<file path="config.mk">
export PLATFORM = sky130hd
export DESIGN_NAME = shkh_ram
export DESIGN_NICKNAME = d
export VERILOG_FILES = /design/src/rtl/core/assert_macros.svh /design/src/rtl/core/shkh_ram.sv
export SDC_FILE = /design/constraint.sdc
export NUM_CORES = 2
export LEC_CHECK = 0
export BUFFER_PORTS_ARGS = -buffer_cell sky130_fd_sc_hd__buf_4
export CAP_MARGIN = 5
export CORE_MARGIN = 5
export CORE_UTILIZATION = 55
export CTS_BUF_LIST = sky130_fd_sc_hd__clkbuf_2
export DETAILED_ROUTE_END_ITERATION = 16
export PLACE_DENSITY = 0.71
export RECOVER_POWER = 25
export SETUP_SLACK_MARGIN = 0.2
export SYNTH_ARGS = -nofsm -noshare
export SYNTH_HDL_FRONTEND = slang
export SYNTH_SLANG_ARGS = --single-unit
</file>
<file path="constraint.sdc">
create_clock -name i_clk -period 2.6 [get_ports i_clk]
set_input_delay 0.13 -clock i_clk [delete_from_list [all_inputs] [get_ports i_clk]]
set_output_delay 0.13 -clock i_clk [all_outputs]
set_load 0.02 [all_outputs]
</file>
<file path="src/rtl/core/assert_macros.svh">
// assertion macros shared by the hash table rtl
// expects i_clk and i_rst_n in the module that uses them
`ifndef ASSERT_MACROS_SVH
`define ASSERT_MACROS_SVH

// condition holds on every edge out of reset
`define SHKH_ASSERT(label, cond) \
    label: assert property (@(posedge i_clk) disable iff (!i_rst_n) (cond)) \
        else $error("assertion failed");

// antecedent implies consequent in the same cycle
`define SHKH_ASSERT_IMP(label, ante, cons) \
    label: assert property (@(posedge i_clk) disable iff (!i_rst_n) (ante) |-> (cons)) \
        else $error("assertion failed");

`endif

</file>
<file path="src/rtl/core/shkh_ram.sv">
// generic single write port ram with registered read
// no dependencies
module shkh_ram #(
    parameter int WIDTH = 8,
    parameter int DEPTH = 256
) (
    input  logic                                         i_clk,
    input  logic                                         i_we,
    input  logic [((DEPTH > 1) ? $clog2(DEPTH) : 1)-1:0] i_waddr,
    input  logic [WIDTH-1:0]                             i_wdata,
    input  logic [((DEPTH > 1) ? $clog2(DEPTH) : 1)-1:0] i_raddr,
    output logic [WIDTH-1:0]                             o_rdata
);

    logic [WIDTH-1:0] r_mem [DEPTH];
    logic [WIDTH-1:0] r_rdata;

    always_ff @(posedge i_clk) begin
        if (i_we) begin
            r_mem[i_waddr] <= i_wdata;
        end
        r_rdata <= r_mem[i_raddr];
    end

    assign o_rdata = r_rdata;

endmodule

</file>
==> Yosys cells after proc, flatten, opt, wreduce, memory -nomap -nowiden <==
Memories as Yosys holds them, arrays and structs flattened. A register that Yosys moved wholly into a read port is not among the register bits.
Cells that the tools add are included.
{ "totals": {"regBits": 0, "latch_bits": 0, "ramBits": 2048, "mem_bits_ro": 0, "in_bits": 26, "output_inout_bits": 8, "wordCells": 3, "n_memories": 1} }
{ "classes": {"n_addsub": 0, "multipliers": 0, "n_div": 0, "n_lt_le_gt_ge": 0, "eq_ne": 0, "shifts": 0, "n_mux": 2, "n_bitwise": 0, "reduce_logical": 0} }
{ "mem_list": {"columns": ["memory", "words", "word_bits", "rd", "rd_clocked_by_memory_dff", "wr", "line", "text"], "rows": [
  ["r_mem", 256, 8, 1, 1, 1, "shkh_ram.sv:15", "logic [WIDTH-1:0] r_mem [DEPTH];"]
]} }
{ "op_table": {"columns": ["operator", "count"], "rows": [
  ["$mux 1", 2]
]} }

==> Longest topological paths before layout <==
{ "logic_depth": {"depth_word": 2, "depth_mapped": 11, "ltp_nobuf": 6} }

==> Worst setup path after synthesis <==
No wires, ideal clock.
{ "synth_path": {"path_kind": "input port to flip-flop", "start": "in i_raddr[0] (netlist bit)", "end": "reg r_rdata[2], in the netlist o_rdata[2], read port of r_mem", "setup_time_ns": 0.131, "arrival_time_ns": 1.937, "required_ns": 2.469, "slack_ns": 0.532, "stages": 9, "path_buffers": 4, "cell_sequence": "buf_6 -> buf_12 -> buf_8 -> buf_2 -> mux4_2 -> a22oi_1 -> a21oi_1 -> nor4_1 -> nor4_2"} }
{ "synth_lines": {"columns": ["element", "line", "text"], "rows": [
  ["start: declaration", "shkh_ram.sv:11", "input logic [((DEPTH > 1) ? $clog2(DEPTH) : 1)-1:0] i_raddr,"],
  ["end: declaration", "shkh_ram.sv:16", "logic [WIDTH-1:0] r_rdata;"]
]} }

==> Worst setup path in the final report <==
{ "layout_path": {"start": "in i_wdata[7]", "end": "mem r_mem[36][7] (data pin)"} }
{ "layout_lines": {"columns": ["element", "line", "text"], "rows": [
  ["start: declaration", "shkh_ram.sv:10", "input logic [WIDTH-1:0] i_wdata,"],
  ["end: declaration", "shkh_ram.sv:15", null]
]} }
Straight into the memory's write port.

==> results.cfg <==
[outcome]
status = finished, violations left
violations = capacitance limit, slew limit

[sta]
slew_viol_final = 436
setup_viol = 0
finalHoldViolCount = 0
tightestPinTransition_ns = 1.93
tns_ns = 0
clock_skew_ns = 0.202
relSlewSlack = -0.288
rsz0062_at_grt = true
layout_min_cycle_time_ns = 2.59
fin_crit_sh = 0.995
fmax_ghz = 0.387

[clock_tree]
cts.sinks = 2056
cts_buffers = 486
h-tree-depth = 5
clk_pin_slew_ns = 0.10
clk_latency_ns = 1.77
cts_root_buffer = clkbuf_2
post_cts_buffers = 0
cts_tree = yes
cts_buffer_depth = 4

[place]
hpwl_um = 124000
io_buffers = 33
place_area_um2 = 86000
gp_congestion = 0.847

[synth]
synth_area_leaders = edfxtp_1 77%, mux4_2 13%, mux2i_1 1.7%
synth-seq-cells = 2056
syn-num-nets = 3759
synth_cell_types = 55
yosys_most_used_dff = edfxtp_1
synth_area_um2 = 79600
syn_area_per_cell_um2 = 21.3
synth_top_area_cell = edfxtp_1
syn_inst = 3733
yosysSeqAreaShare = 0.775
async_flop_share = 0
synth_edf_count = 2048
yosysWarningCount = 0
netlist.area_leader.share = 0.773

[route]
avgRoutedWirePerCell_um = 28.2
ant_nets = 0
num_vias = 43100
first_iter_violations = 5549
avgViaCountPerCell = 6.20
drt_first_pass_iters = 5
drt-total-wl_um = 196000
drc = 0

[floorplanning]
die_w_um = 390
ioPinCount = 34
std_cell_rows = 139
die_y_um = 390
die_area_um2 = 152000
start_util = 0.554
core_area_um2 = 144000

[global_routing]
grt_pass1_wl_um = 288000
grt-ovfl-total = 0
antenna_found_initial = 17
grt_pass1_vias = 43600
track_usage = 0.259
grt_max_degree = 100

[layout]
drive_gt1_frac = 0.363
stdcell_area_um2 = 91000
area_delta_synth_final_pct = 14.4
post-route-util = 0.634
nets = 4732
fillers = 9881

[setup_path]
timing.rr.end = o_rdata[2]$_DFF_P_
worstRegToRegCells = 7
critPathRequiredTime_ns = 4.00
r2r_slack_ns = 0.27
crit_fanout = 92
crit_type = in2reg
cp-start-kind = primary input
worstSetupEndpointType = flop
rr_startpoint = r_mem[47][2]$_DFFE_PP_
crit_arrival_ns = 3.99

[min_path]
min_to = o_rdata[3]$_DFF_P_
hold_path.class = in2reg
hp-start = i_raddr[4]
min_path_cells = 9

[power_and_ir_drop]
p_per_area_nw_per_um2 = 655
p_leak_nw = 30.2
power_w = 0.0596
ir_worst_vdd_uv = 599

[job]
maxCapViolCount = 7
## how the worst max path moves through the flow
stage | to | from | cells after the start | slack, ns
after floorplan | o_rdata[2]$_DFF_P_ | i_raddr[0] | 9 | 0.53
after global placement | o_rdata[4]$_DFF_P_ | i_raddr[1] | 9 | -0.41
after detailed placement | o_rdata[6]$_DFF_P_ | i_raddr[1] | 9 | -0.41
after CTS | o_rdata[2] | o_rdata[2]$_DFF_P_ | 1 | -0.07
after global routing | o_rdata[0] | o_rdata[0]$_DFF_P_ | 1 | -0.05
final | r_mem[36][7]$_DFFE_PP_ | i_wdata[7] | 6 | 0.01
## layout by cell type, fill, tap and decap left out, drive strengths merged, types with 31 or more instances in the layout
master,n
a21oi,96
a22oi,133
buf,613
clkbuf,696
clkinv,141
dlygate4sd3,80
edfxtp,2048
mux2i,134
mux4,456
nand2,33
nand3,34
nor2,282
nor2b,31
o221ai,47
## cell families after synthesis
family	synth area share
AOI/OAI and AO/OA	0.0342
muxes	0.146
buffers and inverters	0.0183
and+or+nand+nor	0.0263
DFF	0.775
## cell usage after synthesis (all sizes together), types with 22 or more instances
master  instances
edfxtp       2048
mux4          456
nand3          34
buf           122
nor3           22
o221ai         47
a21oi          96
nor2          282
a22oi         133
nor2b          31
clkbuf        111
mux2i         134
nor4           27
o22ai          28
nand2          33
## critical path: stages
cell	delay [ns]
dlygate4sd3_1	0.53
dlygate4sd3_1	0.54
dlygate4sd3_1	0.54
clkbuf_1	0.23
clkbuf_4	1.12
clkbuf_4	0.84
## stage by stage
step | hold slack [ns] | instances | worst slack, ns
after floorplan | 0.229 | 3733 | 0.532
after global placement | 0.451 | 6033 | -0.413
after detailed placement | 0.447 | 6033 | -0.407
after CTS | 0.00718 | 6944 | -0.0686
after global routing | 0.0592 | 6952 | -0.0545
final | 0.201 | 6955 | 0.0131
## report_power, final
part           internal (W)  switching [W]  total, W
clock network       0.00717         0.0121    0.0192
logic               0.00153        0.00226   0.00379
registers            0.0365      0.0000793    0.0366
total                0.0452         0.0144    0.0596
## registers in the layout (all words and copies together), names as in the netlist
signal / cells
r_mem: 2048
o_rdata: 8
## area by class of cell
cell class,instances,area [µm²],area share
Sequential cell,2056,61700,0.678
Multi-Input combinational cell,1442,16600,0.182
Timing Repair Buffer,718,6300,0.0692
Clock buffer,677,3390,0.0372
Tap cell,1903,2380,0.0262
Clock inverter,145,634,0.00697
Antenna cell,12,30.0,0.000330
Inverter,2,7.51,0.0000825
## routing by layer
metal / vias up / global-route usage / wire (µm)
met5: - / 0 / 34
met4: 6 / 0.0870 / 5320
met3: 351 / 0.0592 / 21100
met2: 2648 / 0.405 / 95000
met1: 22200 / 0.369 / 75000
li1: 17900 / - / -
## what timing repair did
item	CTS	global route
resized for setup	36	9
pin swaps	1	2
hold buffers	89	2
endpoints found under the hold margin	4104	202
setup endpoints to repair	12	47
(Power assumes the default switching activity.)
