$ cat src/rtl/core/assert_macros.svh
// assertion macros shared by the hash table rtl
// expects i_clk and i_rst_n in the module that uses them
`ifndef ASSERT_MACROS_SVH
`define ASSERT_MACROS_SVH

// condition holds on every edge out of reset
`define SHKH_ASSERT(label, cond) \
    label: assert property (@(posedge i_clk) disable iff (!i_rst_n) (cond)) \
        else $error("assertion failed");

// antecedent implies consequent in the same cycle
`define SHKH_ASSERT_IMP(label, ante, cons) \
    label: assert property (@(posedge i_clk) disable iff (!i_rst_n) (ante) |-> (cons)) \
        else $error("assertion failed");

`endif

$ cat src/rtl/core/shkh_pkg.sv
// shared types, constants and the hash step for the string key hash table
// no dependencies
package shkh_pkg;

    localparam int TABLE_DEPTH   = 256;
    localparam int MAX_KEY_BYTES = 32;
    localparam int SLOT_W        = $clog2(TABLE_DEPTH);
    localparam int N_W           = SLOT_W + 1;
    localparam int KIDX_W        = (MAX_KEY_BYTES > 1) ? $clog2(MAX_KEY_BYTES) : 1;
    localparam int KSTRIDE       = 2 ** KIDX_W;
    localparam int CNT_W         = $clog2(MAX_KEY_BYTES + 1);
    localparam int QDEPTH        = 2;
    localparam int QPTR_W        = 1;
    localparam int KBUF_AW       = QPTR_W + KIDX_W;
    localparam int KEY_AW        = SLOT_W + KIDX_W;
    localparam int CFG_W         = 9;
    localparam int HASH_W        = 32;
    localparam int VAL_W         = 16;
    localparam int ST_W          = 3;
    localparam int DIV_CNT_W     = $clog2(HASH_W);

    localparam logic [HASH_W-1:0] HASH_SEED = 32'd1315423911;
    localparam logic [CFG_W-1:0]  CFG_RESET = 9'd256;

    localparam logic ACT_ADD = 1'b0;
    localparam logic ACT_GET = 1'b1;

    localparam logic [ST_W-1:0] ST_STORED   = 3'd0;
    localparam logic [ST_W-1:0] ST_FOUND    = 3'd1;
    localparam logic [ST_W-1:0] ST_NOTFOUND = 3'd2;
    localparam logic [ST_W-1:0] ST_NOSPACE  = 3'd3;
    localparam logic [ST_W-1:0] ST_TOOLONG  = 3'd4;

    typedef struct packed {
        logic             action;
        logic [7:0]       key_byte;
        logic             key_last;
        logic [VAL_W-1:0] value;
    } t_in_item;

    typedef struct packed {
        logic [ST_W-1:0]  status;
        logic [VAL_W-1:0] value_out;
    } t_out_item;

    // one finished key waiting for the probe engine
    typedef struct packed {
        logic              action;
        logic              overflow;
        logic [CNT_W-1:0]  len;
        logic [VAL_W-1:0]  value;
        logic [HASH_W-1:0] hash;
    } t_op;

    typedef struct packed {
        logic               we;
        logic [KBUF_AW-1:0] addr;
        logic [7:0]         data;
    } t_kbuf_wr;

    typedef struct packed {
        logic [CNT_W-1:0] len;
        logic [VAL_W-1:0] value;
    } t_meta;

    localparam int META_W = $bits(t_meta);

    function automatic logic [HASH_W-1:0] hash_step(input logic [HASH_W-1:0] h,
                                                   input logic [7:0] b);
        return h ^ ((h << 5) + {24'd0, b} + (h >> 2));
    endfunction

endpackage

$ cat src/rtl/core/shkh_queue.sv
// two entry op queue between intake and probe engine, entry index is the key buffer bank
// depends on shkh_pkg
module shkh_queue (
    input  logic                        i_clk,
    input  logic                        i_rst_n,
    input  logic                        i_push,
    input  shkh_pkg::t_op               i_op,
    input  logic                        i_pop,
    output shkh_pkg::t_op               o_head,
    output logic                        o_full,
    output logic                        o_empty,
    output logic [shkh_pkg::QPTR_W-1:0] o_wbank,
    output logic [shkh_pkg::QPTR_W-1:0] o_rbank
);

    shkh_pkg::t_op               r_ent [shkh_pkg::QDEPTH];
    logic [shkh_pkg::QPTR_W-1:0] r_wp;
    logic [shkh_pkg::QPTR_W-1:0] r_rp;
    logic [shkh_pkg::QPTR_W:0]   r_cnt;

    assign o_full  = r_cnt == (shkh_pkg::QPTR_W + 1)'(shkh_pkg::QDEPTH);
    assign o_empty = r_cnt == '0;
    assign o_head  = r_ent[r_rp];
    assign o_wbank = r_wp;
    assign o_rbank = r_rp;

    always_ff @(posedge i_clk) begin
        if (i_push) begin
            r_ent[r_wp] <= i_op;
        end
    end

    always_ff @(posedge i_clk) begin
        if (!i_rst_n) begin
            r_wp  <= '0;
            r_rp  <= '0;
            r_cnt <= '0;
        end else begin
            if (i_push) begin
                r_wp <= r_wp + 1'b1;
            end
            if (i_pop) begin
                r_rp <= r_rp + 1'b1;
            end
            if (i_push && !i_pop) begin
                r_cnt <= r_cnt + 1'b1;
            end else if (i_pop && !i_push) begin
                r_cnt <= r_cnt - 1'b1;
            end
        end
    end

endmodule

$ cat config.mk
export PLATFORM = sky130hd
export DESIGN_NAME = shkh_queue
export DESIGN_NICKNAME = d
export VERILOG_FILES = /design/src/rtl/core/assert_macros.svh /design/src/rtl/core/shkh_pkg.sv /design/src/rtl/core/shkh_queue.sv
export SDC_FILE = /design/constraint.sdc
export NUM_CORES = 1
export LEC_CHECK = 0
export BUFFER_PORTS_ARGS = -buffer_cell sky130_fd_sc_hd__buf_2
export CORE_ASPECT_RATIO = 0.8
export CORE_UTILIZATION = 35
export DETAILED_ROUTE_END_ITERATION = 7
export GPL_TIMING_DRIVEN = 0
export PLACE_DENSITY = 0.58
export SLEW_MARGIN = 20
export SYNTH_ARGS = -nofsm -noshare
export SYNTH_HDL_FRONTEND = slang
export SYNTH_SLANG_ARGS = --single-unit
$ cat constraint.sdc
create_clock -name i_clk -period 4.5 [get_ports i_clk]
set_input_delay 0.9 -clock i_clk [delete_from_list [all_inputs] [get_ports i_clk]]
set_output_delay 0.9 -clock i_clk [all_outputs]
set_load 0.05 [all_outputs]
After elaboration in Yosys (flattened, before gate mapping). Memories as Yosys holds them, arrays and structs flattened. A register that Yosys moved wholly into a read port is not among the register bits. Index checks and enable logic that the tools add are counted.

Flip-flop bits (word level): 4. Memory bits (writable): 112. Output and inout bits: 60. Word-level logic and storage cells: 21. Memories: 1.

Add/subtract/negate cells: 4. Equal/unequal tests: 1. Muxes and demuxes: 6. Reductions and logical operators: 6.

Memory list: r_ent (depth 2, width 56, read ports 1, clocked after memory_dff 1, write ports 1, RTL line shkh_queue.sv:16) `shkh_pkg::t_op r_ent [shkh_pkg::QDEPTH];`.

Operators with widths (count): $mux 1 (4); $mux 2 (2); $add 1x1->1 const B (2); $add 2x1->2 const B (1); $eq 2x2->1 const B (1); $logic_and 1x1->1 (2); $logic_not 1->1 (2); $logic_not 2->1 (1); $reduce_bool 2->1 (1); $sub 2x1->2 const B (1).

Depth between registers and ports, before layout. Gate-level depths: netlist of run 1.

Depth after elaboration: 4. Gate-level depth with buffers: 5. Mapped depth without buffers: 5.

Worst setup path after synthesis of run 1. No wires, ideal clock.

Path kind: in2reg. Start point: in i_push. End point: mem r_ent[0][0] in the netlist's numbering, enable pin. Library setup time: 0.477 ns. Arrival time: 3.404 ns. Data required time: 4.023 ns. Slack: 0.619 ns. Cell stages on the path: 1. Cell sequence: nor2b_1.

Cells in the longest elaborated chain, start to end: 2.

Ends and longest elaborated chain: start, declared (RTL line shkh_queue.sv:6) `input logic i_push,`; $mux 1 (RTL line shkh_queue.sv:28) `if (i_push) begin`; $mux 1 (not written as such) (RTL line shkh_queue.sv:29) `r_ent[r_wp] <= i_op;`; end, declared (RTL line shkh_queue.sv:16).

No other way between the ends.

==> summary.txt, run 1 <==
Outcome
  – Status: finished, violations left
  – Failing checks: DRC

Cells and area
  – Multi-input logic area: 756 sq um
  – Area growth from synthesis to layout: 33.9%
  – # diodes: 0
  – FF/Latch Area: 3460 sq um
  – # nets final: 398
  – Proportion of layout cells with a drive suffix above 1: 61.7%
  – # fillers: 1021

Routing
  – Routed wire length: 7680 um
  – Drc violations: 11
  – Routed wire per std cell: 15.4 um
  – DR vias: 2229
  – Initial DRT Pass Iterations: 5
  – Post-route ant nets: 0
  – Vias per inst: 4.48
  – DRT iter0 DRCs: 142

Clock tree
  – Post-cts sizing count: 0
  – Clk sinks: 117
  – Clock latency on the worst-skew pair: 400 ps
  – Post-CTS setup buffer count: 0
  – Clock Pin Slew Worst Setup and Hold Paths: 50 ps
  – CTS Buf Count: 17
  – Clock root cell: clkbuf_16
  – Longest Clk Path Bufs: 2
  – TritonCTS clock tree: built
  – H-tree levels: 4
  – Hold Buf Count CTS: 0

Critical path
  – Crit path DAT: 1680 ps
  – Crit path max fanout: 10
  – R2r startpoint: o_wbank$_SDFFE_PN0P_
  – R2R depth: 2
  – CP Class: reg2out
  – Slowest Stage Delay on Critical Path: 350 ps
  – CP max-delay cell: mux2_2
  – CP Data Required Time: 3600 ps
  – Cell Chain, Critical Path: buf_4 -> buf_6 -> mux2_2 -> buf_2
  – Setup crit end kind: output port
  – Crit path launch type: register

Placed design
  – RePlAce Congestion: 0.656
  – Pre-CTS WS: 2300 ps
  – Hpwl dp: 5090 um
  – Port Buffers: 119

Power and ir drop
  – Worst IR drop on VDD: 0.274 mV
  – PD cells: 531 nW/um^2
  – Leak: 0.00218 uW
  – Power consumption: 3040 uW

Hold path
  – Hold path start: r_cnt[1]$_SDFFE_PN0P_
  – Worst hold path type: reg2reg
  – Hold path cells: 2

Global routing
  – Grt peak-use layer: met2
  – First-pass GRT wire length: 11800 um
  – GR Util met2: 20.0%
  – Grt met3 use: 6.16%
  – Antenna violations before repair: 0
  – Tot GR Track Use: 13.0%
  – Largest net degree at the start of global routing: 30
  – Congestion Overflow GR: 0
  – GRT met1 Usage: 14.8%
  – Vias in the first global route: 2339

STA
  – Final Hold Fails: 0
  – Unrepaired setup endpoints after global routing: no
  – Fin crit share: 57.4%
  – Final Max Tran Viols: 0
  – Period minus WS final: 2580 ps
  – Headroom to the max-slew limit: 64.9%
  – PnR worst setup slack: 1920 ps
  – Final Setup Violations: 0
  – Worst clock skew: 3.53 ps
  – Fmax: 387 MHz
  – Slew @ Worst Pin: 525 ps
  – Setup TNS: 0 ps

Floorplanning
  – Die H: 101 um
  – DIE AREA: 12600 sq um
  – Core area: 11700 sq um
  – Io pins: 120
  – Placement row count: 35
  – Die W: 125 um
  – Starting density of the core: 36.5%

Synth
  – Sequential fraction of the synthesis area: 81.1%
  – Syn. warnings: 0
  – Mapped Area: 4270 sq um
  – Synth cell types: 18
  – Mapped Cells: 196
  – FF+latch count, synth: 117
  – Post-synth net total: 257
  – Syn avg cell area: 21.8 sq um

Flow run
  – MaxCap Viol Count: 0
power by group:
part           leakage [uW]  switching [uW]  internal (uW)  total (uW)
Clock              0.000281             466            864        1330
Sequential          0.00109            14.2           1260        1270
Combinational      0.000808             302            132         435
path summary, 6_finish.rpt:
path / to / slack [ps]
setup reg to reg: r_ent[1][7]$_DFFE_PP_ / 3060
hold reg to reg: r_cnt[1]$_SDFFE_PN0P_ / 520
hold / removal: r_cnt[1]$_SDFFE_PN0P_ / 520
setup / recovery: o_head[0] / 1920
layout make-up:
type                       count  share of cell area [%]
buffer                         6                    1.01
clock inverter                14                    2.82
tap                          148                    3.24
timing repair buffer         122                    11.6
multi-input combinational     72                    13.2
clock buffer                  18                    7.50
sequential                   117                    60.6
inverter                       1                  0.0656
through the flow:
| step | cells | util [%] | instance area, sq um | hold WS [ps] |
|---|---|---|---|---|
| finish | 498 | 48.9 | 5720 | 522 |
| global route | 498 | 48.9 | 5720 | 578 |
| CTS | 498 | 48.9 | 5720 | 531 |
| detailed placement | 466 | 43.9 | 5130 | 530 |
| global placement | 463 | 43.2 | 5050 | 478 |
| floorplan | 196 | - | 4270 | 466 |
state kept, by name (all words and copies together) (netlist names), named ones only:
signal and count:
o_wbank 1, o_rbank 1, r_ent 112, r_cnt 2
cells in the mapped netlist, drive strengths merged:
master	count	share of area (%)
a21boi	1	0.18
and2	4	0.59
and2b	1	0.21
buf	6	1.3
dfxtp	5	2.3
edfxtp	112	79
ha	1	0.29
inv	1	0.088
mux2	56	15
nor2	1	0.088
nor2b	2	0.29
o21a	1	0.18
o21ai	1	0.12
or3	1	0.15
xnor2	1	0.21
xor2	2	0.41
placed cells by master, fill, tap and decap left out, types with 2 or more instances in the layout:
cell type   instances
clkinv_4            3
xor2_1              2
clkinv_2            3
buf_6               4
bufinv_16           3
clkinvlp_4          3
dfxtp_1             5
buf_12              2
clkbuf_16          17
buf_2             120
edfxtp_1          112
clkinv_1            2
mux2_2             56
and2_1              3
worst max-delay path, delay by kind of cell (launching register included):
family / cells / cell delay [ps]
DFF: 1 / 320
buffers and inverters: 3 / 600
muxes: 1 / 350
cells by family after synthesis:
kind of cell               synth area share (%)
AOI/OAI and AO/OA                         0.469
xor gates and xnor gates                  0.615
adders and majority gates                 0.293
buffers and inverters                      1.44
DFF                                        81.1
muxes                                      14.8
and+or+nand+nor                            1.32
routing by layer:
layer / vias up / routed length [um]
met5: - / 0
met4: 0 / 154
met3: 18 / 703
met2: 88 / 3530
met1: 1065 / 3290
li1: 1058 / -
Power figures use the tool's default switching activity.
==> run 2: changes to the inputs <==
- ABC_AREA: not set -> 1
- PLACE_DENSITY: 0.58 -> 0.6
- clock period: 4.5 -> 2.3 ns (I/O delays scaled with it)
==> summary.txt, run 2 <==
Cells and area
  – Biggest regs: r_ent (112), r_cnt (2) (unchanged)
  – Proportion of layout cells with a drive suffix above 1: 59.0% (was 61.7%)
  – Most common cell after layout, fill and taps aside: buf_2 (unchanged)
  – Multi-input logic area: 886 sq um (was 756 sq um)
  – Post-route cell area: 5890 sq um (was 5720 sq um)
  – # diodes: 0 (unchanged)
  – FF/Latch Area: 3460 sq um (unchanged)
  – Biggest register: r_ent (unchanged)
  – # nets final: 411 (was 398)
  – # fillers: 1074 (was 1021)
  – Max reg flops: 112 (unchanged)
  – Commonest non-fill, non-tap cells in the layout: buf_2, edfxtp_1, mux2_4 (was buf_2, edfxtp_1, mux2_2)
  – Area growth from synthesis to layout: 32.8% (was 33.9%)

Hold path
  – Hold path cells: 1 (was 2)
  – Worst hold path type: in2reg (was reg2reg)
  – Hold path start: i_op[25] (was r_cnt[1]$_SDFFE_PN0P_)
  – Worst-case hold path end point: r_ent[0][25]$_DFFE_PP_ (was r_cnt[1]$_SDFFE_PN0P_)

Floorplanning
  – Starting density of the core: 36.2% (was 36.5%)
  – Placement row count: 36 (was 35)
  – Io pins: 120 (unchanged)
  – Die H: 103 um (was 101 um)
  – Core area: 12300 sq um (was 11700 sq um)
  – Die W: 128 um (was 125 um)
  – DIE AREA: 13100 sq um (was 12600 sq um)

Power and ir drop
  – Psw: 1440 uW (was 782 uW)
  – Power Internal: 4390 uW (was 2250 uW)
  – Clk pwr share: 43.3% (was 43.8%)
  – Power consumption: 5830 uW (was 3040 uW)
  – Sw frac: 24.6% (was 25.8%)
  – Share of total power in combinational logic: 13.8% (was 14.3%)
  – Worst IR drop on VDD: 0.467 mV (was 0.274 mV)
  – Leak: 0.00235 uW (was 0.00218 uW)
  – PD cells: 990 nW/um^2 (was 531 nW/um^2)
  – Seq pwr share: 42.8% (was 41.9%)

Critical path
  – R2R depth: 3 (was 2)
  – Crit path DAT: 1640 ps (was 1680 ps)
  – Crit path max fanout: 10 (unchanged)
  – Reg-to-Reg End: r_ent[1][38]$_DFFE_PP_ (was r_ent[1][7]$_DFFE_PP_)
  – CP Class: reg2out (unchanged)
  – Reg2Reg Setup Slack: 560 ps (was 3060 ps)
  – R2r startpoint: o_wbank$_SDFFE_PN0P_ (unchanged)
  – Crit path launch type: register (unchanged)
  – CP Data Required Time: 1840 ps (was 3600 ps)
  – Setup crit end kind: output port (unchanged)

STA
  – Fmax: 477 MHz
  – Headroom to the max-slew limit: 54.1% (was 64.9%)
  – Worst clock skew: 9.29 ps (was 3.53 ps)
  – Final Max Tran Viols: 0 (unchanged)
  – Period minus WS final: 2100 ps
  – Final Hold Fails: 0 (unchanged)
  – Slew @ Worst Pin: 686 ps (was 525 ps)
  – Fin crit share: 91.1%
  – Setup TNS: 0 ps (unchanged)
  – Unrepaired setup endpoints after global routing: no (unchanged)
  – Final Setup Violations: 0 (unchanged)

Routing
  – DR vias: 2301 (was 2229)
  – Initial DRT Pass Iterations: 4 (was 5)
  – Post-route ant nets: 0 (unchanged)
  – Vias per inst: 4.33 (was 4.48)
  – DRT iter0 DRCs: 91 (was 142)
  – Routed wire length: 7810 um (was 7680 um)
  – Routed wire per std cell: 14.7 um (was 15.4 um)
  – Drc violations: 0 (was 11)

Global routing
  – Largest net degree at the start of global routing: 30 (unchanged)
  – Congestion Overflow GR: 0 (unchanged)
  – Tot GR Track Use: 12.5% (was 13.0%)
  – Antenna violations before repair: 0 (unchanged)
  – Vias in the first global route: 2319 (was 2339)
  – First-pass GRT wire length: 11900 um (was 11800 um)

Placed design
  – RePlAce Congestion: 0.657 (was 0.656)
  – Placed Area: 5320 sq um (was 5130 sq um)
  – Port Buffers: 119 (unchanged)
  – Hpwl dp: 5130 um (was 5090 um)

Synth
  – Multiplexer share of the synthesized area: 17.6% (was 14.8%)
  – Synth top cells by count: edfxtp_1, mux2_4, mux2_2, nor2_1 (was edfxtp_1, mux2_2, dfxtp_1, and2_1, buf_6)
  – Syn. warnings: 0 (unchanged)
  – Largest area contributor in the netlist: edfxtp_1 (unchanged)
  – Async S/R FF share, synth: 0% (unchanged)
  – Post-synth net total: 270 (was 257)
  – Synth Area in Adders: 0.282% (was 0.293%)
  – Mapped Cells: 209 (was 196)
  – EDFF count, synth: 112 (unchanged)
  – Synth Area in Simple Gates: 1.69% (was 1.32%)
  – Mapped Area: 4430 sq um (was 4270 sq um)
  – Sequential fraction of the synthesis area: 78.1% (was 81.1%)
  – Syn avg cell area: 21.2 sq um (was 21.8 sq um)
  – Synth Area in Compound Gates: 0.226% (was 0.469%)
  – Most used flip-flop cell after synthesis: edfxtp_1 (unchanged)
  – Synth top area cells: edfxtp_1, mux2_4, mux2_2, dfxtp_1, buf_6 (was edfxtp_1, mux2_2, dfxtp_1, buf_6, and2_1)
  – Synth cell types: 14 (was 18)
  – FF+latch count, synth: 117 (unchanged)
  – Largest family of logic cells by synthesized area: multiplexers (unchanged)
  – Xor and xnor area share after synthesis: 0% (was 0.615%)
  – Yosys top cell area share: 75.9% (was 78.8%)
  – Count leader, synth: edfxtp_1 (unchanged)

Clock tree
  – CTS Buf Count: 17 (unchanged)
  – Post-CTS setup buffer count: 0 (unchanged)
  – Clock root cell: clkbuf_16 (unchanged)
  – Clock Pin Slew Worst Setup and Hold Paths: 50 ps (about the same)
  – Clk sinks: 117 (unchanged)
  – Post-cts sizing count: 0 (unchanged)
  – H-tree levels: 4 (unchanged)
  – Hold Buf Count CTS: 0 (unchanged)
  – Clock latency on the worst-skew pair: 400 ps (about the same)
  – Longest Clk Path Bufs: 2 (unchanged)
  – TritonCTS clock tree: built (unchanged)

Outcome
  – Status: finished clean (was finished, violations left)

Flow run
  – MaxCap Viol Count: 0 (unchanged)
run 2: cell count changes in the layout (fill, tap and decap cells not counted), moves of 2 or more:
cell      delta
mux2_4      +40
clkinv_2     +2
nand2_1      +8
nor2_1       +7
mux2_2      -40
inv_1        +6
clkinv_4     -3
and2_1       -3
xor2_1       -2
run 2: worst max-delay path, stage by stage (launching register included):
cell and delay (ps):
dfxtp_1 330, buf_6 170, buf_6 200, mux2_4 320
buf_2 210
run 2: area by class of cell:
class	instances	area share (%)
Sequential cell	117	58.8
Buffer	6	1.04
Multi-Input combinational cell	78	15.0
Tap cell	171	3.63
Timing Repair Buffer	122	11.3
Clock inverter	13	2.40
Inverter	8	0.574
Clock buffer	17	7.22
run 2: power groups by stage:
stage | combinational (uW) | clock (uW) | sequential, uW
6_report | 805 | 2530 | 2500
5_1_grt | 850 | 2680 | 2510
4_1_cts | 817 | 2580 | 2500
3_5_place_dp | 814 | 0 | 2540
3_3_place_gp | 787 | 0 | 2540
2_1_floorplan | 596 | 0 | 2540
run 2: worst max-delay path by stage:
stage                               startpoint                endpoint  slack, ps
after floorplan           o_wbank$_SDFFE_PN0P_   r_ent[1][0]$_DFFE_PP_        390
after global placement                  i_push  r_ent[1][38]$_DFFE_PP_       -170
after detailed placement                i_push  r_ent[1][38]$_DFFE_PP_        280
after CTS                             register               o_head[8]        160
after global routing                  register              o_head[22]        120
final                                 register              o_head[27]        200
run 2: cell families after synthesis:
| logic type | after synthesis |
|---|---|
| AO/OA/AOI/OAI | 2 |
| adder cells (fa/ha/maj) | 1 |
| buffers and inverters | 14 |
| flip-flops | 117 |
| multiplexers | 56 |
| AND/OR/NAND/NOR | 19 |
run 2: metal layers:
layer | GRT usage [%] | vias to the layer above | routed length, um
met1 | 14.3 | 1112 | 3400
met4 | 5.43 | 0 | 112
met3 | 5.92 | 14 | 625
met2 | 20.2 | 89 | 3670
li1 | - | 1086 | -
met5 | 0 | - | 0
run 2: metrics by stage:
step	hold WS (ps)	setup WS, ps	utilization (%)	instances
CTS	229	158	48.1	532
detailed placement	518	277	43.4	502
floorplan	488	387	-	209
finish	245	205	48.1	532
global placement	500	-175	42.9	499
global route	226	117	48.1	532
