`config.mk`:
```
export PLATFORM = sky130hd
export DESIGN_NAME = shkh_front
export DESIGN_NICKNAME = d
export VERILOG_FILES = /design/src/rtl/core/assert_macros.svh /design/src/rtl/core/shkh_pkg.sv /design/src/rtl/core/shkh_front.sv
export SDC_FILE = /design/constraint.sdc
export NUM_CORES = 1
export LEC_CHECK = 0
export BUFFER_PORTS_ARGS = -buffer_cell sky130_fd_sc_hd__buf_2
export CORE_MARGIN = 2
export CORE_UTILIZATION = 50
export CTS_CLUSTER_SIZE = 25
export DETAILED_ROUTE_END_ITERATION = 7
export GPL_TIMING_DRIVEN = 0
export PLACE_DENSITY = 0.84
export SYNTH_ARGS = -nofsm -noshare
export SYNTH_HDL_FRONTEND = slang
export SYNTH_SLANG_ARGS = --single-unit
export TNS_END_PERCENT = 50
```
`constraint.sdc`:
```
create_clock -name i_clk -period 2.9 [get_ports i_clk]
set_input_delay 0.145 -clock i_clk [delete_from_list [all_inputs] [get_ports i_clk]]
set_output_delay 0.145 -clock i_clk [all_outputs]
set_load 0.02 [all_outputs]
```
`src/rtl/core/assert_macros.svh`:
```
// assertion macros shared by the hash table rtl
// expects i_clk and i_rst_n in the module that uses them
`ifndef ASSERT_MACROS_SVH
`define ASSERT_MACROS_SVH

// condition holds on every edge out of reset
`define SHKH_ASSERT(label, cond) \
    label: assert property (@(posedge i_clk) disable iff (!i_rst_n) (cond)) \
        else $error("assertion failed");

// antecedent implies consequent in the same cycle
`define SHKH_ASSERT_IMP(label, ante, cons) \
    label: assert property (@(posedge i_clk) disable iff (!i_rst_n) (ante) |-> (cons)) \
        else $error("assertion failed");

`endif

```
`src/rtl/core/shkh_pkg.sv`:
```
// shared types, constants and the hash step for the string key hash table
// no dependencies
package shkh_pkg;

    localparam int TABLE_DEPTH   = 256;
    localparam int MAX_KEY_BYTES = 32;
    localparam int SLOT_W        = $clog2(TABLE_DEPTH);
    localparam int N_W           = SLOT_W + 1;
    localparam int KIDX_W        = (MAX_KEY_BYTES > 1) ? $clog2(MAX_KEY_BYTES) : 1;
    localparam int KSTRIDE       = 2 ** KIDX_W;
    localparam int CNT_W         = $clog2(MAX_KEY_BYTES + 1);
    localparam int QDEPTH        = 2;
    localparam int QPTR_W        = 1;
    localparam int KBUF_AW       = QPTR_W + KIDX_W;
    localparam int KEY_AW        = SLOT_W + KIDX_W;
    localparam int CFG_W         = 9;
    localparam int HASH_W        = 32;
    localparam int VAL_W         = 16;
    localparam int ST_W          = 3;
    localparam int DIV_CNT_W     = $clog2(HASH_W);

    localparam logic [HASH_W-1:0] HASH_SEED = 32'd1315423911;
    localparam logic [CFG_W-1:0]  CFG_RESET = 9'd256;

    localparam logic ACT_ADD = 1'b0;
    localparam logic ACT_GET = 1'b1;

    localparam logic [ST_W-1:0] ST_STORED   = 3'd0;
    localparam logic [ST_W-1:0] ST_FOUND    = 3'd1;
    localparam logic [ST_W-1:0] ST_NOTFOUND = 3'd2;
    localparam logic [ST_W-1:0] ST_NOSPACE  = 3'd3;
    localparam logic [ST_W-1:0] ST_TOOLONG  = 3'd4;

    typedef struct packed {
        logic             action;
        logic [7:0]       key_byte;
        logic             key_last;
        logic [VAL_W-1:0] value;
    } t_in_item;

    typedef struct packed {
        logic [ST_W-1:0]  status;
        logic [VAL_W-1:0] value_out;
    } t_out_item;

    // one finished key waiting for the probe engine
    typedef struct packed {
        logic              action;
        logic              overflow;
        logic [CNT_W-1:0]  len;
        logic [VAL_W-1:0]  value;
        logic [HASH_W-1:0] hash;
    } t_op;

    typedef struct packed {
        logic               we;
        logic [KBUF_AW-1:0] addr;
        logic [7:0]         data;
    } t_kbuf_wr;

    typedef struct packed {
        logic [CNT_W-1:0] len;
        logic [VAL_W-1:0] value;
    } t_meta;

    localparam int META_W = $bits(t_meta);

    function automatic logic [HASH_W-1:0] hash_step(input logic [HASH_W-1:0] h,
                                                   input logic [7:0] b);
        return h ^ ((h << 5) + {24'd0, b} + (h >> 2));
    endfunction

endpackage

```
`src/rtl/core/shkh_front.sv`:
```
// byte intake: hashes key bytes, buffers them, emits one op per key
// depends on shkh_pkg
module shkh_front (
    input  logic                      i_clk,
    input  logic                      i_rst_n,
    input  logic                      i_in_valid,
    input  shkh_pkg::t_in_item        i_in,
    output logic                      o_in_stall,
    input  logic                      i_full,
    input  logic [shkh_pkg::QPTR_W-1:0] i_wbank,
    output shkh_pkg::t_kbuf_wr        o_kbuf_wr,
    output logic                      o_push,
    output shkh_pkg::t_op             o_op
);

    logic [shkh_pkg::HASH_W-1:0] r_hash, n_hash;
    logic [shkh_pkg::CNT_W-1:0]  r_cnt, n_cnt;
    logic                        r_ovf, n_ovf;
    logic                        accept;
    logic                        room;

    always_comb begin
        accept         = i_in_valid && !i_full;
        room           = r_cnt < shkh_pkg::CNT_W'(shkh_pkg::MAX_KEY_BYTES);
        n_hash         = r_hash;
        n_cnt          = r_cnt;
        n_ovf          = r_ovf;
        o_kbuf_wr.we   = 1'b0;
        o_kbuf_wr.addr = {i_wbank, r_cnt[shkh_pkg::KIDX_W-1:0]};
        o_kbuf_wr.data = i_in.key_byte;
        o_push         = 1'b0;
        if (accept) begin
            if (room) begin
                o_kbuf_wr.we = 1'b1;
                n_cnt        = r_cnt + 1'b1;
                n_hash       = shkh_pkg::hash_step(r_hash, i_in.key_byte);
            end else begin
                n_ovf = 1'b1;
            end
        end
        o_op.action   = i_in.action;
        o_op.overflow = n_ovf;
        o_op.len      = n_cnt;
        o_op.value    = i_in.value;
        o_op.hash     = n_hash;
        if (accept && i_in.key_last) begin
            o_push = 1'b1;
            n_hash = shkh_pkg::HASH_SEED;
            n_cnt  = '0;
            n_ovf  = 1'b0;
        end
    end

    assign o_in_stall = i_full;

    always_ff @(posedge i_clk) begin
        if (!i_rst_n) begin
            r_hash <= shkh_pkg::HASH_SEED;
            r_cnt  <= '0;
            r_ovf  <= 1'b0;
        end else begin
            r_hash <= n_hash;
            r_cnt  <= n_cnt;
            r_ovf  <= n_ovf;
        end
    end

endmodule

```
Word level (Yosys, flattened, before mapping)
Index checks and enable logic that the tools add are counted.
{"block": "totals", "in_bits": 31, "register_bits": 39, "wordCells": 22}
{"block": "classes", "bitwise": 2, "n_mux": 9, "n_reduce_logical": 4, "n_lt_le_gt_ge": 1, "addsub": 3}
{"op": "$mux W32", "n": 2}
{"op": "$add A32 B30 Y32", "n": 1}
{"op": "$add A32 B8 Y32", "n": 1}
{"op": "$xor A32 B32 Y32", "n": 1}
{"op": "$mux W6", "n": 2}
{"op": "$add A6 B1 Y6 const B", "n": 1}
{"op": "$lt A6 B6 Y1 const B", "n": 1}
{"op": "$mux W1", "n": 5}
{"op": "$logic_and A1 B1 Y1", "n": 2}
{"op": "$reduce_or A2 Y1", "n": 1}
{"op": "$logic_not A1 Y1", "n": 1}
{"op": "$not A1 Y1", "n": 1}

Depth between registers and ports, before layout
Gate-level depths: netlist of the first run.
{"block": "depth", "word_depth": 5, "ltp_mapped": 12}

Worst setup path before layout of the first run
No wires, ideal clock.
{"block": "synth_path", "path_kind": "reg-to-output", "start": "reg r_hash[0] (netlist name)", "end": "out o_op[27] (netlist name)", "arrival_ns": 3.009, "t_required_ns": 2.755, "stages_incl_launch_ff": 13, "path_buffers": 0, "slack_ns": -0.254, "path_cell_list": "dfxtp_1 -> inv_1 -> fa_1 -> inv_1 -> ha_1 -> a21oi_1 -> and2b_2 -> nor4b_2 -> o21ai_1 -> a311oi_1 -> xor2_1 -> or3_1 -> nand2_1"}
{"item": "start, declared", "line_no": "shkh_front.sv:16", "text": "logic [shkh_pkg::HASH_W-1:0] r_hash, n_hash;"}
{"item": "start signal, assigned", "line_no": "shkh_front.sv:58", "text": "r_hash <= shkh_pkg::HASH_SEED;"}
{"item": "start signal, assigned", "line_no": "shkh_front.sv:62", "text": "r_hash <= n_hash;"}
{"item": "end, declared", "line_no": "shkh_front.sv:13", "text": "output shkh_pkg::t_op o_op"}

==> summary.txt, run 1 <==
Place
  • Final Wtd Congestion: 1.01
  • Port-buffer cells: 85
  • Placed instance count: 702
  • Post-DP HPWL: 9310 um

Timing
  • Worst-margin pin slew: 0.742 ns
  • Min setup slack post-route: -0.641 ns
  • Final slew viol count: 0
  • RSZ-0062 raised after global routing: yes
  • Layout Skew: 0.0118 ns
  • Slew Limit Headroom: between 50% and 60%
  • Final count of hold timing violations: 0
  • Period utilisation layout: 122%
  • Fmax: 0.282 GHz
  • Min cycle time layout: 3.54 ns
  • Setup-failing EPs final: 35

Critical path
  • Critical Path Source Type: flop
  • CP max FO: 6
  • Crit path required time: 2.76 ns
  • Slowest CP cell: fa_1
  • Slowest stage delay, CP: between 0.4 and 0.5 ns
  • Reg-to-Reg End: r_hash[25]
  • CP endpoint kind: primary output
  • FF-to-FF setup slack: -0.27 ns
  • CP Data Arrival Time: 3.40 ns
  • Reg2reg start: r_hash[8]
  • Critical path class: flop to primary output
  • Worst path top cell family by delay: adder cells
  • CP cell instances: fa_1 > ha_1 > and2b_2 > nor4b_4 > o21ai_2 > a311oi_2 > xor2_1 > o21ai_0 > nand2_2 > buf_6
  • Buf/Inv on CP: 1
  • Worst-case reg-to-reg path depth: 9

Min path
  • Hold_sp: i_rst_n
  • Hold Path Sink: r_cnt[5]
  • Cell depth of the worst hold path: 2
  • Min-Delay Path Class: input pin to flop

Floorplanning
  • Die area: 9080 um^2
  • Initial core utilization: 51.2%
  • Die width: ~95 um
  • Core Box Area: approximately 8100 um^2
  • # IOs: 104
  • Die Ht: between 90 and 100 um
  • Row count: 33

Synthesis
  • Area share of the leading cell type in the synthesized netlist: between 10% and 20%
  • Top cells by area, synth: dfxtp_1, ha_1, xnor2_1, buf_4, nand2_1
  • Cell variety after synth: 59
  • Mapped Nets: between 600 and 700
  • Post-Synthesis Cells: a little over 500
  • Post-Syn Area: 4170 um^2
  • Commonest cells post-synth: ha_1, nand2_1, xnor2_1, dfxtp_1, a21oi_1
  • Avg Cell Area, Syn: 8.14 um^2
  • Yosys warning total: 0
  • Number of synthesized flops with an enable pin: 0
  • Synth Flop Type: dfxtp_1
  • Sequential area share after synthesis: a little under a fifth
  • Seq cells post-synth: 39
  • Cell taking the most area after synthesis: dfxtp_1
  • Share of synthesized flip-flops with an asynchronous set or reset: 0%

Clock network
  • Deepest clock path buffer count: 2
  • H-Tree Depth: 2
  • TritonCTS clock tree: done
  • Clk_lat worst skew: 0.30 ns
  • CTS Sinks: 39
  • TritonCTS buffer count: 5
  • Reg clk slew, reported paths: about 0.080 ns
  • Hold_buf cts: 0
  • CTS root buffer: clkbuf_8

Cells and area
  • Layout cells sized above 1: 40.9%
  • Inserted Diodes: 0
  • Area delta synth->final: 32.8%
  • Layout Nets: 720
  • Finished Layout Cells: 733

Drt
  • Routed wire length: approximately 13000 um
  • DRC marker count from the first detailed-route iteration: 249
  • Vias per cell: 5.72
  • DR WL/cell: between 15 and 20 um
  • First drt pass iteration count: 5
  • Final ANT Viol Nets: 0
  • # DRC: 0
  • Vias: 4196

GRT
  • GR Util All Layers: roughly 28%
  • Vias in the first global route: 3934
  • Largest net degree at the start of global routing: 13
  • Congestion Overflow GR: 0
  • First-pass GRT wire length: 19500 um
  • Initial antenna violation count: 0

Status
  • Status: finished, violations left
  • Failing checks: negative setup slack

Run
  • Max-cap violation count: 0
==> cells in the final DEF, fill, tap and decap left out, drive strengths merged, types with 6 or more instances in the layout <==
| cell | count |
|---|---|
| buf | 149 |
| nand2 | 58 |
| ha | 58 |
| xnor2 | 40 |
| dfxtp | 39 |
| a21oi | 38 |
| nor2 | 25 |
| and2 | 23 |
| nand2b | 19 |
| o21ai | 17 |
| xor2 | 13 |
| and3 | 13 |
| inv | 13 |
| mux2i | 12 |
| clkbuf | 12 |
| nand3 | 11 |
| nand4 | 8 |
| a21o | 8 |
| o211ai | 6 |
| o21a | 6 |
| or3 | 6 |
==> area by class of cell <==
cell class | instances | area [um^2]
plain buffers | 46 | 325
fillers | 639 | 2600
clock inverters | 2 | 35.0
repair buffers | 109 | 677
flip-flops and latches | 39 | 806
well taps | 105 | 131
clock buffers | 6 | 82.6
inverters | 13 | 48.8
multi-input cells | 413 | 3430
==> logic make-up after synthesis <==
group,synth area share [%]
adder cells (fa/ha/maj),19.3
AND/OR/NAND/NOR,22.6
XOR/XNOR,11.1
flip-flops,18.7
multiplexers,2.88
AO/OA/AOI/OAI,16.2
buffers and inverters,9.10
==> worst max path at each step <==
stage | start | to | slack (ns) | depth (start not counted)
floorplan | r_hash[3] | r_hash[25] | -0.05 | 12
global placement | r_hash[8] | o_op[30] | -0.52 | 11
detailed placement | r_hash[9] | o_op[30] | -0.54 | 11
CTS | r_hash[0] | o_op[27] | -0.58 | 13
global route | r_hash[7] | o_op[27] | -0.73 | 13
finish | r_hash[8] | o_op[27] | -0.64 | 10
==> timing repair <==
item	CTS	global route
resized for setup	87	25
buffers inserted	20	4
setup endpoints to repair	40	40
pin swaps	34	19
==> worst reg2reg max path, stage by stage (launching register included) <==
cell      delay [ns]
dfxtp_2         0.42
fa_1            0.47
ha_1            0.44
o2111a_2        0.30
o31ai_2         0.08
a2111o_1        0.50
nand3_1         0.12
or3b_4          0.41
xor2_4          0.17
nand2b_1        0.14
==> sequential cells by signal, summed over array words and instances, names as in the netlist <==
register,flops
r_cnt,6
r_ovf,1
r_hash,32
==> through the flow <==
step	cell area, um^2	util (%)	hold slack, ns	worst slack [ns]	TNS, ns
floorplan	4280	-	0.291	-0.0454	-0.0893
global placement	4840	59.5	0.465	-0.517	-6.65
detailed placement	4840	59.5	0.476	-0.539	-8.55
CTS	5420	66.6	0.169	-0.579	-8.47
global route	5530	68.0	0.186	-0.735	-14.94
finish	5530	68.0	0.175	-0.641	-10.34
==> per-layer routing <==
layer	part of all wire (%)	GRT usage, %	routed length, um	up-vias
met3	6.8	2.61	860	13
met4	1.0	6.04	128	0
met1	45	38.1	5710	1998
met5	0	0	0	-
li1	-	-	-	2009
met2	47	46.4	6000	176
Power of run 1 is left out: the tool's default activity adds up to more than one toggle a clock period on the data nets, which glitch-free logic cannot reach.
==> run 2, diff against run 1 <==
Settings changed: CORE_UTILIZATION 50 to 35, PLACE_DENSITY 0.84 to 0.64, SETUP_SLACK_MARGIN set to 0.05.
==> run 2 against run 1 <==
The flow finishes with violations (design-rule violations, negative setup slack). Sequential share of layout area fell by 0.92 points. Die area up 41%. Critical endpoint is now o_op[29]. Critical path depth rose by 4. Final area rose by 7.9%. Critical path type unchanged. Via count fell by 0.36%. Routed wire length rose by 2.9%.
==> summary.txt, run 2 (synthesized netlist as in run 1, its figures left out) <==
Status
  • Status: finished, violations left
  • Failing checks: design-rule violations, negative setup slack

GRT
  • Largest net degree at the start of global routing: 14
  • GR Util All Layers: 19.9%
  • Initial antenna violation count: 0
  • Congestion Overflow GR: 0
  • Met1 Use GR: 26.8%
  • GRT met2 Usage: approximately a third
  • Vias in the first global route: 3976
  • First-pass GRT wire length: around 20000 um
  • GR peak layer: met2
  • GR Util met3: 2.52%

Clock network
  • TritonCTS buffer count: 5
  • TritonCTS clock tree: done
  • Hold_buf cts: 0
  • H-Tree Depth: 2
  • Clk_lat worst skew: 0.29 ns
  • CTS Sinks: 39
  • CTS root buffer: clkbuf_16
  • Reg clk slew, reported paths: 0.06 ns
  • Deepest clock path buffer count: 2

Cells and area
  • Largest reg by FF count: r_hash
  • Fin util: 51.8%
  • Inserted Diodes: 0
  • Number of flip-flops under the largest register name: 32
  • Layout Nets: 729
  • Commonest non-fill, non-tap cell in the layout: buf_4
  • Top flop regs: r_hash x32, r_cnt x6, r_ovf x1
  • Layout cells sized above 1: roughly 47%
  • Area delta synth->final: 43.2%
  • Most frequent cells in the layout: buf_4, buf_2, nand2_1

Timing
  • Setup-failing EPs final: 36
  • Final slew viol count: 0
  • Slew Limit Headroom: 53.2%
  • Final count of hold timing violations: 0
  • Worst-margin pin slew: between 0.7 and 0.8 ns
  • Fmax: 0.288 GHz
  • Hold Slack: approximately 0.18 ns
  • Period utilisation layout: 120%
  • Layout Skew: between 0.005 and 0.006 ns
  • Min setup slack post-route: -0.574 ns
  • RSZ-0062 raised after global routing: yes
  • TNS Setup: -10.23 ns
  • Min cycle time layout: approximately 3.5 ns

Floorplanning
  • Die width: 113 um
  • # IOs: 104
  • Core Box Area: 11500 um^2
  • Die area: 12800 um^2
  • Row count: 39
  • Die Ht: 113 um
  • Initial core utilization: 36.2%

Place
  • Post-DP HPWL: 9650 um
  • Final Wtd Congestion: between 0.9 and 1
  • Port-buffer cells: 85

Drt
  • Vias: 4181
  • Vias per cell: ~5.4
  • Final ANT Viol Nets: 0
  • DR WL/cell: 16.8 um
  • DRC marker count from the first detailed-route iteration: 232
  • # DRC: 5
  • First drt pass iteration count: 7
  • Routed wire length: 13100 um

Critical path
  • Crit path required time: 2.76 ns
  • CP Data Arrival Time: about 3.3 ns
  • CP endpoint kind: primary output
  • Critical path class: flop to primary output
  • Critical Path Source Type: flop
  • CP max FO: 4
  • Worst-case reg-to-reg path depth: 13

Min path
  • Min-Delay Path Class: input pin to flop
  • Cell depth of the worst hold path: 2

Run
  • Max-cap violation count: 0
## run 2: stage by stage
step                cell area [um^2]  std cells  setup slack (ns)
detailed placement              4920        740            -0.558
CTS                             5700        773            -0.563
global route                    5970        780            -0.674
global placement                4920        740            -0.618
finish                          5970        780            -0.574
floorplan                       4310        512           -0.0454
## run 2: worst paths after layout
check	from	endpoint	slack, ns
setup / recovery	r_hash[7]	o_op[29]	-0.57
hold / removal	i_rst_n	r_cnt[5]	0.18
hold reg to reg	r_hash[19]	r_hash[19]	0.52
setup reg to reg	r_hash[7]	r_hash[25]	-0.24
## run 2: critical path, cell delays in order, from the launching register on
cell,delay [ns]
dfxtp_2,0.33
inv_2,0.05
fa_1,0.52
inv_2,0.05
ha_4,0.29
a21oi_4,0.06
and2b_2,0.26
buf_4,0.13
o31ai_4,0.05
a2111o_1,0.45
a21oi_2,0.25
or3_4,0.17
nand3_4,0.10
xnor2_4,0.19
buf_6,0.13
## run 2: final cells by class
type	count	area (um^2)
Fill cell	1095	5550
Multi-Input combinational cell	413	3640
Sequential cell	39	815
Timing Repair Buffer	117	764
Buffer	47	339
Tap cell	143	179
Clock buffer	6	139
Inverter	13	48.8
Clock inverter	2	38.8
## run 2: repair_timing
item                       CTS  global route
pin swaps                   49            28
setup endpoints to repair   44            49
gates resized for setup    115            47
buffers inserted            25            10
## run 2: per-layer routing
metal	wire [um]	up-vias	share of wire (%)
li1	-	2027	-
met5	0	-	0
met3	741	9	5.7
met2	6340	154	48
met4	178	0	1.4
met1	5810	1991	44
Power of run 2 is left out for the same reason.
==> run 3, diff against run 2 <==
Settings changed: ABC_AREA set to 1, GPL_ROUTABILITY_DRIVEN set to 0, PLACE_DENSITY 0.64 to 0.63.
==> run 3 against run 2 <==
The run now ends clean. Sequential share of layout area decreased by 0.74 points. Sequential cell count unchanged. Die area increased by 12%. Critical endpoint is now o_op[11]. Worst setup slack improved by 0.63 ns. Count of clock-buffer cells in the layout decreased by 1. Critical path type unchanged. Final cell count increased by 35%. Worst hold slack improved by 0.040 ns. Routed wire length increased by 10%. Non-clock buffer count decreased by 30. Synthesized cell count increased by 52%. First-iteration DRC count increased by 76%.
==> summary.txt, run 3 <==
Timing
  • RSZ-0062 raised after global routing: yes
  • Min cycle time layout: between 2 and 3 ns
  • Slew Limit Headroom: 48.7%
  • Final count of hold timing violations: 0
  • Worst-margin pin slew: 0.770 ns
  • Fmax: 0.352 GHz
  • Setup-failing EPs final: 0
  • Layout Skew: 0.00711 ns
  • Period utilisation layout: 98.0%
  • Final slew viol count: 0

Drt
  • First drt pass iteration count: 5
  • Vias: roughly 5100
  • DR WL/cell: 13.6 um
  • Routed wire length: 14400 um
  • Vias per cell: around 4.8
  • Final ANT Viol Nets: 0
  • # DRC: 0
  • DRC marker count from the first detailed-route iteration: a little over 400

Cells and area
  • Final-layout fill cell count: roughly 1400
  • Area occupied by multi-input gates: 3670 um^2
  • Fin util: 48.0%
  • Number of flip-flops under the largest register name: 32
  • Most frequent cells in the layout: nand2_1, inv_1, buf_2
  • Inserted Diodes: 0
  • Commonest non-fill, non-tap cell in the layout: nand2_1
  • Finished Layout Cells: between 1000 and 1500
  • Sequential Area: 815 um^2
  • Top flop regs: r_hash x32, r_cnt x6, r_ovf x1
  • Layout cells sized above 1: 36.9%
  • Layout Nets: 970
  • Area delta synth->final: 35.1%
  • Largest reg by FF count: r_hash

Critical path
  • Buf/Inv on CP: 4
  • CP Data Arrival Time: 2.70 ns
  • CP endpoint kind: primary output
  • Worst path top cell family by delay: simple AND/OR/NAND/NOR gates
  • FF-to-FF setup slack: 0.48 ns
  • Crit path required time: 2.76 ns
  • Slowest stage delay, CP: 0.51 ns
  • Critical path class: flop to primary output
  • Most frequent CP cell: nand2_4
  • CP cell instances: inv_2 > fa_1 > inv_2 > ha_4 > nand2_4 > nor2_1 > nand2_1 > nand3_4 > nand2_4 > nand2_4 > or2_1 > nand3_1 > xor2_1 > inv_1 > buf_6
  • Slowest CP cell: fa_1
  • CP max FO: 4
  • Critical Path Source Type: flop

Place
  • Port-buffer cells: 85
  • Post-DP HPWL: ~11000 um
  • Placed instance count: between 1000 and 1500

Clock network
  • Hold_buf cts: 0
  • TritonCTS clock tree: done
  • TritonCTS buffer count: 5
  • Clk_lat worst skew: 0.30 ns
  • CTS root buffer: clkbuf_16
  • Reg clk slew, reported paths: 0.07 ns
  • H-Tree Depth: 2
  • Deepest clock path buffer count: 2
  • CTS Sinks: 39

GRT
  • Initial antenna violation count: 0
  • Largest net degree at the start of global routing: 14
  • GR Util All Layers: 18.6%
  • First-pass GRT wire length: about 21000 um
  • Congestion Overflow GR: 0
  • Vias in the first global route: about 4400

Synthesis
  • Post-Synthesis Cells: approximately 780
  • Share of synthesized flip-flops with an asynchronous set or reset: 0%
  • Sequential area share after synthesis: 16.7%
  • Area share of the leading cell type in the synthesized netlist: 19.5%
  • Top cells by area, synth: nand2_1, dfxtp_1, ha_1, inv_1, buf_4
  • Number of synthesized flops with an enable pin: 0
  • Cell taking the most area after synthesis: nand2_1
  • Avg Cell Area, Syn: 6.02 um^2
  • Post-Syn Area: 4670 um^2
  • Seq cells post-synth: 39
  • Mapped Nets: 869
  • Cell variety after synth: 35
  • Count leader, synth: nand2_1
  • Yosys warning total: 0
  • Commonest cells post-synth: nand2_1, inv_1, nor2_1, ha_1, nand3_1
  • Synth Flop Type: dfxtp_1

Floorplanning
  • Die Ht: roughly 120 um
  • Initial core utilization: 35.5%
  • Die width: roughly 120 um
  • Row count: 42
  • # IOs: 104
  • Core Box Area: roughly 13000 um^2
  • Die area: 14300 um^2

Power and ir drop
  • Static Leakage: 3.46 nW
  • Worst vdd ir: ~0.00036 V
  • PwrDens: 918 nW/um^2

Min path
  • Min-Delay Path Class: input pin to flop

Status
  • Status: complete, no violations

Run
  • Max-cap violation count: 0
## run 3: cell type report
cell class                      count  area share (%)
Clock inverter                      3           0.694
Inverter                          159            9.54
Buffer                             40            4.40
Tap cell                          176            3.49
Timing Repair Buffer               94            8.75
Multi-Input combinational cell    538            58.2
Sequential cell                    39            12.9
Clock buffer                        5            1.98
## run 3: worst register-to-register path, cell delays in order, from the launching register on
cell	delay (ns)
dfxtp_2	0.34
inv_2	0.04
fa_1	0.51
inv_2	0.05
ha_4	0.26
nand2_4	0.08
inv_1	0.04
nand2_1	0.07
nand2_2	0.08
nand2_2	0.08
nand2_4	0.08
or2_1	0.24
nand3_2	0.10
xor2_2	0.15
buf_4	0.12
nand2_1	0.04
## run 3: worst paths after layout
kind	to	cells after the start	startpoint
setup / recovery	o_op[11]	15	r_hash[7]
hold / removal	r_cnt[5]	4	i_full
setup reg to reg	r_hash[10]	15	r_hash[7]
hold reg to reg	r_hash[30]	2	r_hash[30]
## run 3: logic make-up after synthesis
| group | synth area share [%] |
|---|---|
| simple gates | 38.3 |
| buf+inv | 18.7 |
| fa+ha+maj | 17.3 |
| compound gates | 5.44 |
| flops | 16.7 |
| xor+xnor | 3.56 |
## run 3: through the flow
stage	total power [mW]	instance area [um^2]	hold slack [ns]	setup WS [ns]	TNS, ns
after floorplan	3.28	4670	0.386	0.521	0
after global placement	4.10	5310	0.505	0.159	0
after detailed placement	4.13	5310	0.501	0.149	0
after CTS	4.90	5570	0.220	0.0134	0
after global routing	6.27	6310	0.235	-0.0538	-0.191
final	5.79	6310	0.216	0.0577	0
## run 3: timing repair
action | 4_1_cts | 5_1_grt
resized for setup | 21 | 196
buffers inserted | 0 | 9
setup endpoints to repair | 23 | 26
pin swaps | 3 | 57
## run 3: report_power, final
group / internal [mW] / total, mW / switching [mW] / leakage, nW
clock network: 0.407 / 0.668 / 0.261 / 0.0838
logic: 1.66 / 4.34 / 2.68 / 3.06
registers: 0.648 / 0.782 / 0.134 / 0.317
## run 3: routing by layer
metal / vias up / global-route usage [%] / wire length (um)
li1: 2558 / - / -
met1: 2277 / 26.2 / 6320
met2: 193 / 29.9 / 6700
met3: 26 / 2.47 / 1040
met4: 0 / 5.29 / 320
met5: - / 0 / 0
Note: power is estimated with default switching activity, not from simulation.
